$ cat src/hw/rtl/psc_pkg.sv
`timescale 1ns / 1ps
// ----------------------------------------------------------------------------
// psc_pkg
// Types and constants shared by the payload sequence checker modules.
// ----------------------------------------------------------------------------
package psc_pkg;

  localparam int OFFSET_W = 23;
  localparam int SEQ_W    = 64;

  // Largest payload length that can ever be valid.
  localparam logic [OFFSET_W-1:0] MAX_PAYLOAD   = 23'd4194304;
  localparam logic [OFFSET_W-1:0] OFFSET_MAX    = 23'h7FFFFF;
  localparam logic [OFFSET_W-1:0] PAYLOAD_RESET = 23'd1024;

  localparam int HEADER_BYTES = 16;
  localparam int RUN_TARGET   = 10;

  localparam logic [7:0] SEQ_FACTOR    = 8'd131;
  localparam logic [7:0] OFFSET_FACTOR = 8'd17;

  localparam int QUEUE_DEPTH = 4;
  localparam int QPTR_W      = $clog2(QUEUE_DEPTH);
  localparam int QCOUNT_W    = $clog2(QUEUE_DEPTH + 1);

  // Outcome of one message, handed from the front end to the statistics.
  typedef struct packed {
    logic             ok;
    logic [SEQ_W-1:0] seq;
  } verdict_t;

  typedef struct packed {
    logic empty;
    logic full;
  } queue_status_t;

endpackage

$ cat src/hw/rtl/psc_back.sv
`timescale 1ns / 1ps
// ----------------------------------------------------------------------------
// psc_back
// Sequence analysis and statistics counters, in two stages. The first stage
// compares each sequence with the last valid one, the second updates the
// counters, which also form the output register.
// ----------------------------------------------------------------------------
module psc_back
  import psc_pkg::*;
(
  input  logic             clk,
  input  logic             rst,
  input  queue_status_t    q_status,
  input  verdict_t         q_data,
  output logic             pop,
  output logic             out_valid,
  input  logic             out_stall,
  output logic             message_ok,
  output logic             first_valid_event,
  output logic             contiguous_ten_event,
  output logic [SEQ_W-1:0] valid_total,
  output logic [SEQ_W-1:0] invalid_total,
  output logic [SEQ_W-1:0] gap_total,
  output logic [SEQ_W-1:0] order_error_total,
  output logic [SEQ_W-1:0] first_sequence,
  output logic [SEQ_W-1:0] last_sequence,
  output logic [SEQ_W-1:0] run_length
);

  typedef struct packed {
    logic             ok;
    logic             first;
    logic             extend_run;
    logic             order_err;
    logic [SEQ_W-1:0] gap_inc;
    logic [SEQ_W-1:0] seq;
  } analysis_t;

  // Stage A state: whether any valid message has been seen, and its sequence.
  logic             any_valid;
  logic [SEQ_W-1:0] prev_seq;
  logic             a_valid;
  analysis_t        a_rec;
  analysis_t        a_rec_next;

  logic             a_advance;
  logic [SEQ_W-1:0] prev_plus_one;
  logic             is_next;
  logic             is_greater;
  logic             ten_hit;

  assign a_advance = a_valid && (!out_valid || !out_stall);
  assign pop       = !q_status.empty && (!a_valid || a_advance);

  assign prev_plus_one = prev_seq + SEQ_W'(1);
  assign is_next       = (q_data.seq == prev_plus_one);
  assign is_greater    = (q_data.seq > prev_seq);

  always_comb begin
    a_rec_next.ok         = q_data.ok;
    a_rec_next.seq        = q_data.seq;
    a_rec_next.first      = !any_valid;
    a_rec_next.extend_run = !any_valid || is_next;
    a_rec_next.order_err  = any_valid && !is_greater;
    // seq - prev - 1 is seq plus the complement of prev.
    if (any_valid && is_greater && !is_next) begin
      a_rec_next.gap_inc = q_data.seq + ~prev_seq;
    end else begin
      a_rec_next.gap_inc = '0;
    end
  end

  always_ff @(posedge clk) begin
    if (pop) begin
      a_rec <= a_rec_next;
    end
  end

  always_ff @(posedge clk) begin
    if (rst) begin
      a_valid   <= 1'b0;
      any_valid <= 1'b0;
      prev_seq  <= '0;
    end else begin
      if (pop) begin
        a_valid <= 1'b1;
        if (q_data.ok) begin
          any_valid <= 1'b1;
          prev_seq  <= q_data.seq;
        end
      end else if (a_advance) begin
        a_valid <= 1'b0;
      end
    end
  end

  // Both counters reach ten together only if this item extends a run of nine.
  assign ten_hit = a_rec.ok && a_rec.extend_run
                && (run_length == SEQ_W'(RUN_TARGET - 1))
                && (valid_total == SEQ_W'(RUN_TARGET - 1));

  always_ff @(posedge clk) begin
    if (rst) begin
      out_valid            <= 1'b0;
      message_ok           <= 1'b0;
      first_valid_event    <= 1'b0;
      contiguous_ten_event <= 1'b0;
      valid_total          <= '0;
      invalid_total        <= '0;
      gap_total            <= '0;
      order_error_total    <= '0;
      first_sequence       <= '0;
      last_sequence        <= '0;
      run_length           <= '0;
    end else if (a_advance) begin
      out_valid            <= 1'b1;
      message_ok           <= a_rec.ok;
      first_valid_event    <= a_rec.ok && a_rec.first;
      contiguous_ten_event <= ten_hit;
      if (a_rec.ok) begin
        valid_total       <= valid_total + SEQ_W'(1);
        gap_total         <= gap_total + a_rec.gap_inc;
        order_error_total <= order_error_total + SEQ_W'(a_rec.order_err);
        last_sequence     <= a_rec.seq;
        if (a_rec.first) begin
          first_sequence <= a_rec.seq;
        end
        if (a_rec.extend_run) begin
          run_length <= run_length + SEQ_W'(1);
        end else begin
          run_length <= SEQ_W'(1);
        end
      end else begin
        invalid_total <= invalid_total + SEQ_W'(1);
      end
    end else if (out_valid && !out_stall) begin
      out_valid <= 1'b0;
    end
  end

  a_first_is_one: assert property (@(posedge clk) disable iff (rst)
    out_valid && first_valid_event |-> message_ok && valid_total == SEQ_W'(1))
    else $error("first valid event with a valid count other than one");

  a_ten_counts: assert property (@(posedge clk) disable iff (rst)
    out_valid && contiguous_ten_event |->
      run_length == SEQ_W'(RUN_TARGET) && valid_total == SEQ_W'(RUN_TARGET))
    else $error("ten-message event without ten consecutive valid messages");

  a_invalid_no_event: assert property (@(posedge clk) disable iff (rst)
    out_valid && !message_ok |-> !first_valid_event && !contiguous_ten_event)
    else $error("event flagged on an invalid message");

  a_valid_needs_seq: assert property (@(posedge clk) disable iff (rst)
    out_valid && message_ok |-> last_sequence != '0 && run_length != '0)
    else $error("valid message left a zero sequence or an empty run");

endmodule

$ cat config.mk
export PLATFORM = sky130hd
export DESIGN_NAME = psc_back
export DESIGN_NICKNAME = d
export VERILOG_FILES = /design/src/hw/rtl/psc_pkg.sv /design/src/hw/rtl/psc_back.sv
export SDC_FILE = /design/constraint.sdc
export NUM_CORES = 2
export LEC_CHECK = 0
export BUFFER_PORTS_ARGS = -buffer_cell sky130_fd_sc_hd__buf_2
export CAP_MARGIN = 10
export CORE_ASPECT_RATIO = 1.75
export CORE_MARGIN = 1.5
export CORE_UTILIZATION = 35
export CTS_CLUSTER_SIZE = 14
export DETAILED_ROUTE_END_ITERATION = 10
export PLACE_DENSITY_LB_ADDON = 0.15
export SYNTH_ARGS = -nofsm -noshare
export SYNTH_HDL_FRONTEND = slang
export SYNTH_SLANG_ARGS = --single-unit
$ cat constraint.sdc
create_clock -name clk -period 8.4 [get_ports clk]
set_clock_uncertainty 0.2 [all_clocks]
set_input_delay 0.84 -clock clk [delete_from_list [all_inputs] [get_ports clk]]
set_output_delay 0.84 -clock clk [all_outputs]
set_load 0.02 [all_outputs]
==> metrics <==
status=finished, final reports clean; synth unique cells=86; Initial Util=0.353; pin count of the biggest net entering global routing=170; vias in the first global route=30500; end of the worst register-to-register path=a_rec[122]; Crit path top cell by count=nor4_1; root buffer selected by CTS=clkbuf_16; total power divided by cell area=180 nW/µm²; Synth top area share=0.298; GPL Wtd Cong=0.911; Final HPWL DP=approximately 90000 µm; Reg power frac=0.457; I/O pins=523; Area Growth Syn to Fin=17.1%; Critical Path Start=prev_seq[9]; Critical Path Sink=a_rec[122]; layout cell share with drive strength beyond 1=0.145; f_max=approximately 150 MHz; CTS sink count=650; WP depth=11; max_slew headroom=0.211; Worst-path clk slew=0.07 ns; filler cell count=10300; final hold violation count=0; Worst Path Buf+Inv=1; Max-Cap Viols=0; Fin Hold WS=0.217 ns; FFs w/ async S/R, synth=0; ANT cells=0; final setup TNS=0 ns; R2R Path Start=prev_seq[9]; Crit path arrival time=6.68 ns; Critical Path RT=roughly 8.6 ns; Int Pwr=5.34 mW; min-delay src=q_data[0]; clock share of power=0.421; DRC violations left=0; Max VDD drop=around 0.00018 V; cell area after layout=40700 µm²; yosys synthesis warning count=0; Crit path max-delay family=simple AND/OR/NAND/NOR gates; R2R setup slack=between 1.5 and 2 ns; post-layout min period=around 6.5 ns; WL final=roughly 120000 µm; Post-synth top cells=734 x nand2_1, 518 x dfxtp_1, 479 x a21oi_1; die area=about 100000 µm²; cts repair resizes=0; routed vias/inst=5.21; endpoints failing setup=0; initial antenna violation count=3; critical path class=register to register; nature of the critical path endpoint=register; fin. max-slew vios=0; drt initial violations=1552; switching portion of total power=0.269; fin nets=4878; CP startpoint kind=register; worst-margin pin slew=1.18 ns; PortBufs=521; crit-path cells=nand4_2, nor4_1, nand4bb_1, nor4_1, nand3_1, xnor2_1, a2111oi_0, nand4_1, o211ai_4, buf_4, nor4b_1; TritonCTS clock tree=yes; Yosys top cell by area=dfxtp_1; P_leak=16.5 nW; Die Height=approximately 420 µm; post-route setup slack=1.90 ns; Slowest-stage cell, CP=nor4_1; WL per Instance=19.3 µm; period utilisation layout=0.774; CTS Buffer Depth=3; CP peak stage delay=0.98 ns; Clock Latency Late Sink=around 0.64 ns; dpl ws=~2 ns; first-pass GRT wire length=175000 µm; ANT nets after route=0; post-synthesis register bit count=650; CTS Buf Count=just under 70; sw power=1.97 mW; Post-Place Cell Area=just under 40000 µm²; Synth Cell Area=approximately 35000 µm²; post-synthesis sequential area ratio=0.412; Overflow after GRT=0; core area=98300 µm²; RSZ-0062 raised after global routing=false; hold crit path type=input port to register; Mean Syn Cell Area=8.17 µm²; gr usage total=0.223; number of synthesized flops with an enable pin=132; num rows=approximately 150; ranking of synthesized cells by area=dfxtp_1 30%, edfxtp_1 11%, nand2_1 7.9%; die width=241 µm; DR pass1 iterations=5; FF-to-FF path depth=11; Post-synth top flop=dfxtp_1; synthesized instance count=4252; Synthesized Nets=4460; CTS Hold Buffers Added=0; power share of the combinational group=0.122; vias after detailed routing=31400; Worst Path Max Fanout=42; sequential cell area=14300 µm²; area of the multi-input gates=19200 µm²; Setup Buffers After CTS=0; top-count cell post-synth=nand2_1; H-tree levels=3
==> cell families after synthesis <==
| kind of cell | Yosys count | synth area share |
|---|---|---|
| AND/OR/NAND/NOR | 1808 | 0.242 |
| AO/OA/AOI/OAI | 925 | 0.157 |
| flip-flops | 650 | 0.412 |
| multiplexers | 10 | 0.00299 |
| adder cells (fa/ha/maj) | 138 | 0.0501 |
| XOR/XNOR | 388 | 0.0978 |
| buffers and inverters | 333 | 0.0375 |
==> metal layers <==
layer  track usage  share of wire  vias up
met5             0        0.00015        -
met4         0.119          0.050        2
met3        0.0410          0.058      254
met2         0.402           0.50      855
met1         0.245           0.39    14600
li1              -              -    15700
==> metrics by stage <==
stage                     std cells  utilization  power, mW
after global routing           6030        0.414       7.63
final                          6030        0.414       7.31
after floorplan                4252            -       4.02
after global placement         5908        0.391       4.30
after detailed placement       5908        0.391       4.30
after CTS                      6030        0.414       7.43
==> placed cells by master, fill, tap and decap left out, types with 27 or more instances in the layout <==
cell type  synthesis  layout
and4_1            27      27
and3_1            88      87
xor2_1           204     204
ha_1             136     136
inv_1            133     133
nand4_1           98      98
nor4_1            57      57
o21ai_0          159     159
nor2_1           393     393
a21oi_1          479     479
xnor2_1          184     184
edfxtp_1         132     132
a211oi_1          28      28
a21o_1            86      86
buf_2              3     520
clkbuf_16          0      74
dfxtp_1          518     518
o21bai_1          33      32
nor3_1            75      75
nand2_1          734     731
nand3_1          148     148
or3_1             72      72
==> power groups by stage <==
stage	Combinational (mW)	Clock [mW]	Sequential, mW
finish	0.889	3.08	3.34
global placement	0.893	0	3.41
CTS	0.895	3.20	3.34
detailed placement	0.891	0	3.41
global route	0.985	3.29	3.35
floorplan	0.584	0	3.43
==> state kept, by name (all words and copies together), names as in the netlist, 64 cells and up <==
name and count:
a_rec 132, first_sequence 64, prev_seq 64, valid_total 64, run_length 64, invalid_total 64, gap_total 64, order_error_total 64
last_sequence 64
==> worst min-delay path by stage <==
| stage | to | slack, ns | depth (start not counted) |
|---|---|---|---|
| 2_1_floorplan | prev_seq[12] | 0.25 | 2 |
| 3_3_place_gp | first_sequence[41] | 0.24 | 2 |
| 3_5_place_dp | last_sequence[54] | 0.24 | 2 |
| 4_1_cts | a_valid | 0.16 | 2 |
| 5_1_grt | a_valid | 0.19 | 2 |
| 6_report | a_rec[0] | 0.22 | 1 |
==> worst reg2reg max path: cells and delay by family, from the launching register on <==
family	cells	cell delay [ns]
simple gates	7	3.10
xor+xnor	1	0.17
buf+inv	1	0.41
compound gates	2	1.86
flops	1	0.50
==> area by class of cell <==
type / count / area share
Clock buffer: 102 / 0.0505
Inverter: 133 / 0.0123
Tap cell: 1309 / 0.0402
Multi-Input combinational cell: 3269 / 0.471
Clock inverter: 20 / 0.00424
Sequential cell: 650 / 0.352
Timing Repair Buffer: 547 / 0.0697
Note: power is estimated with default switching activity, not from simulation.
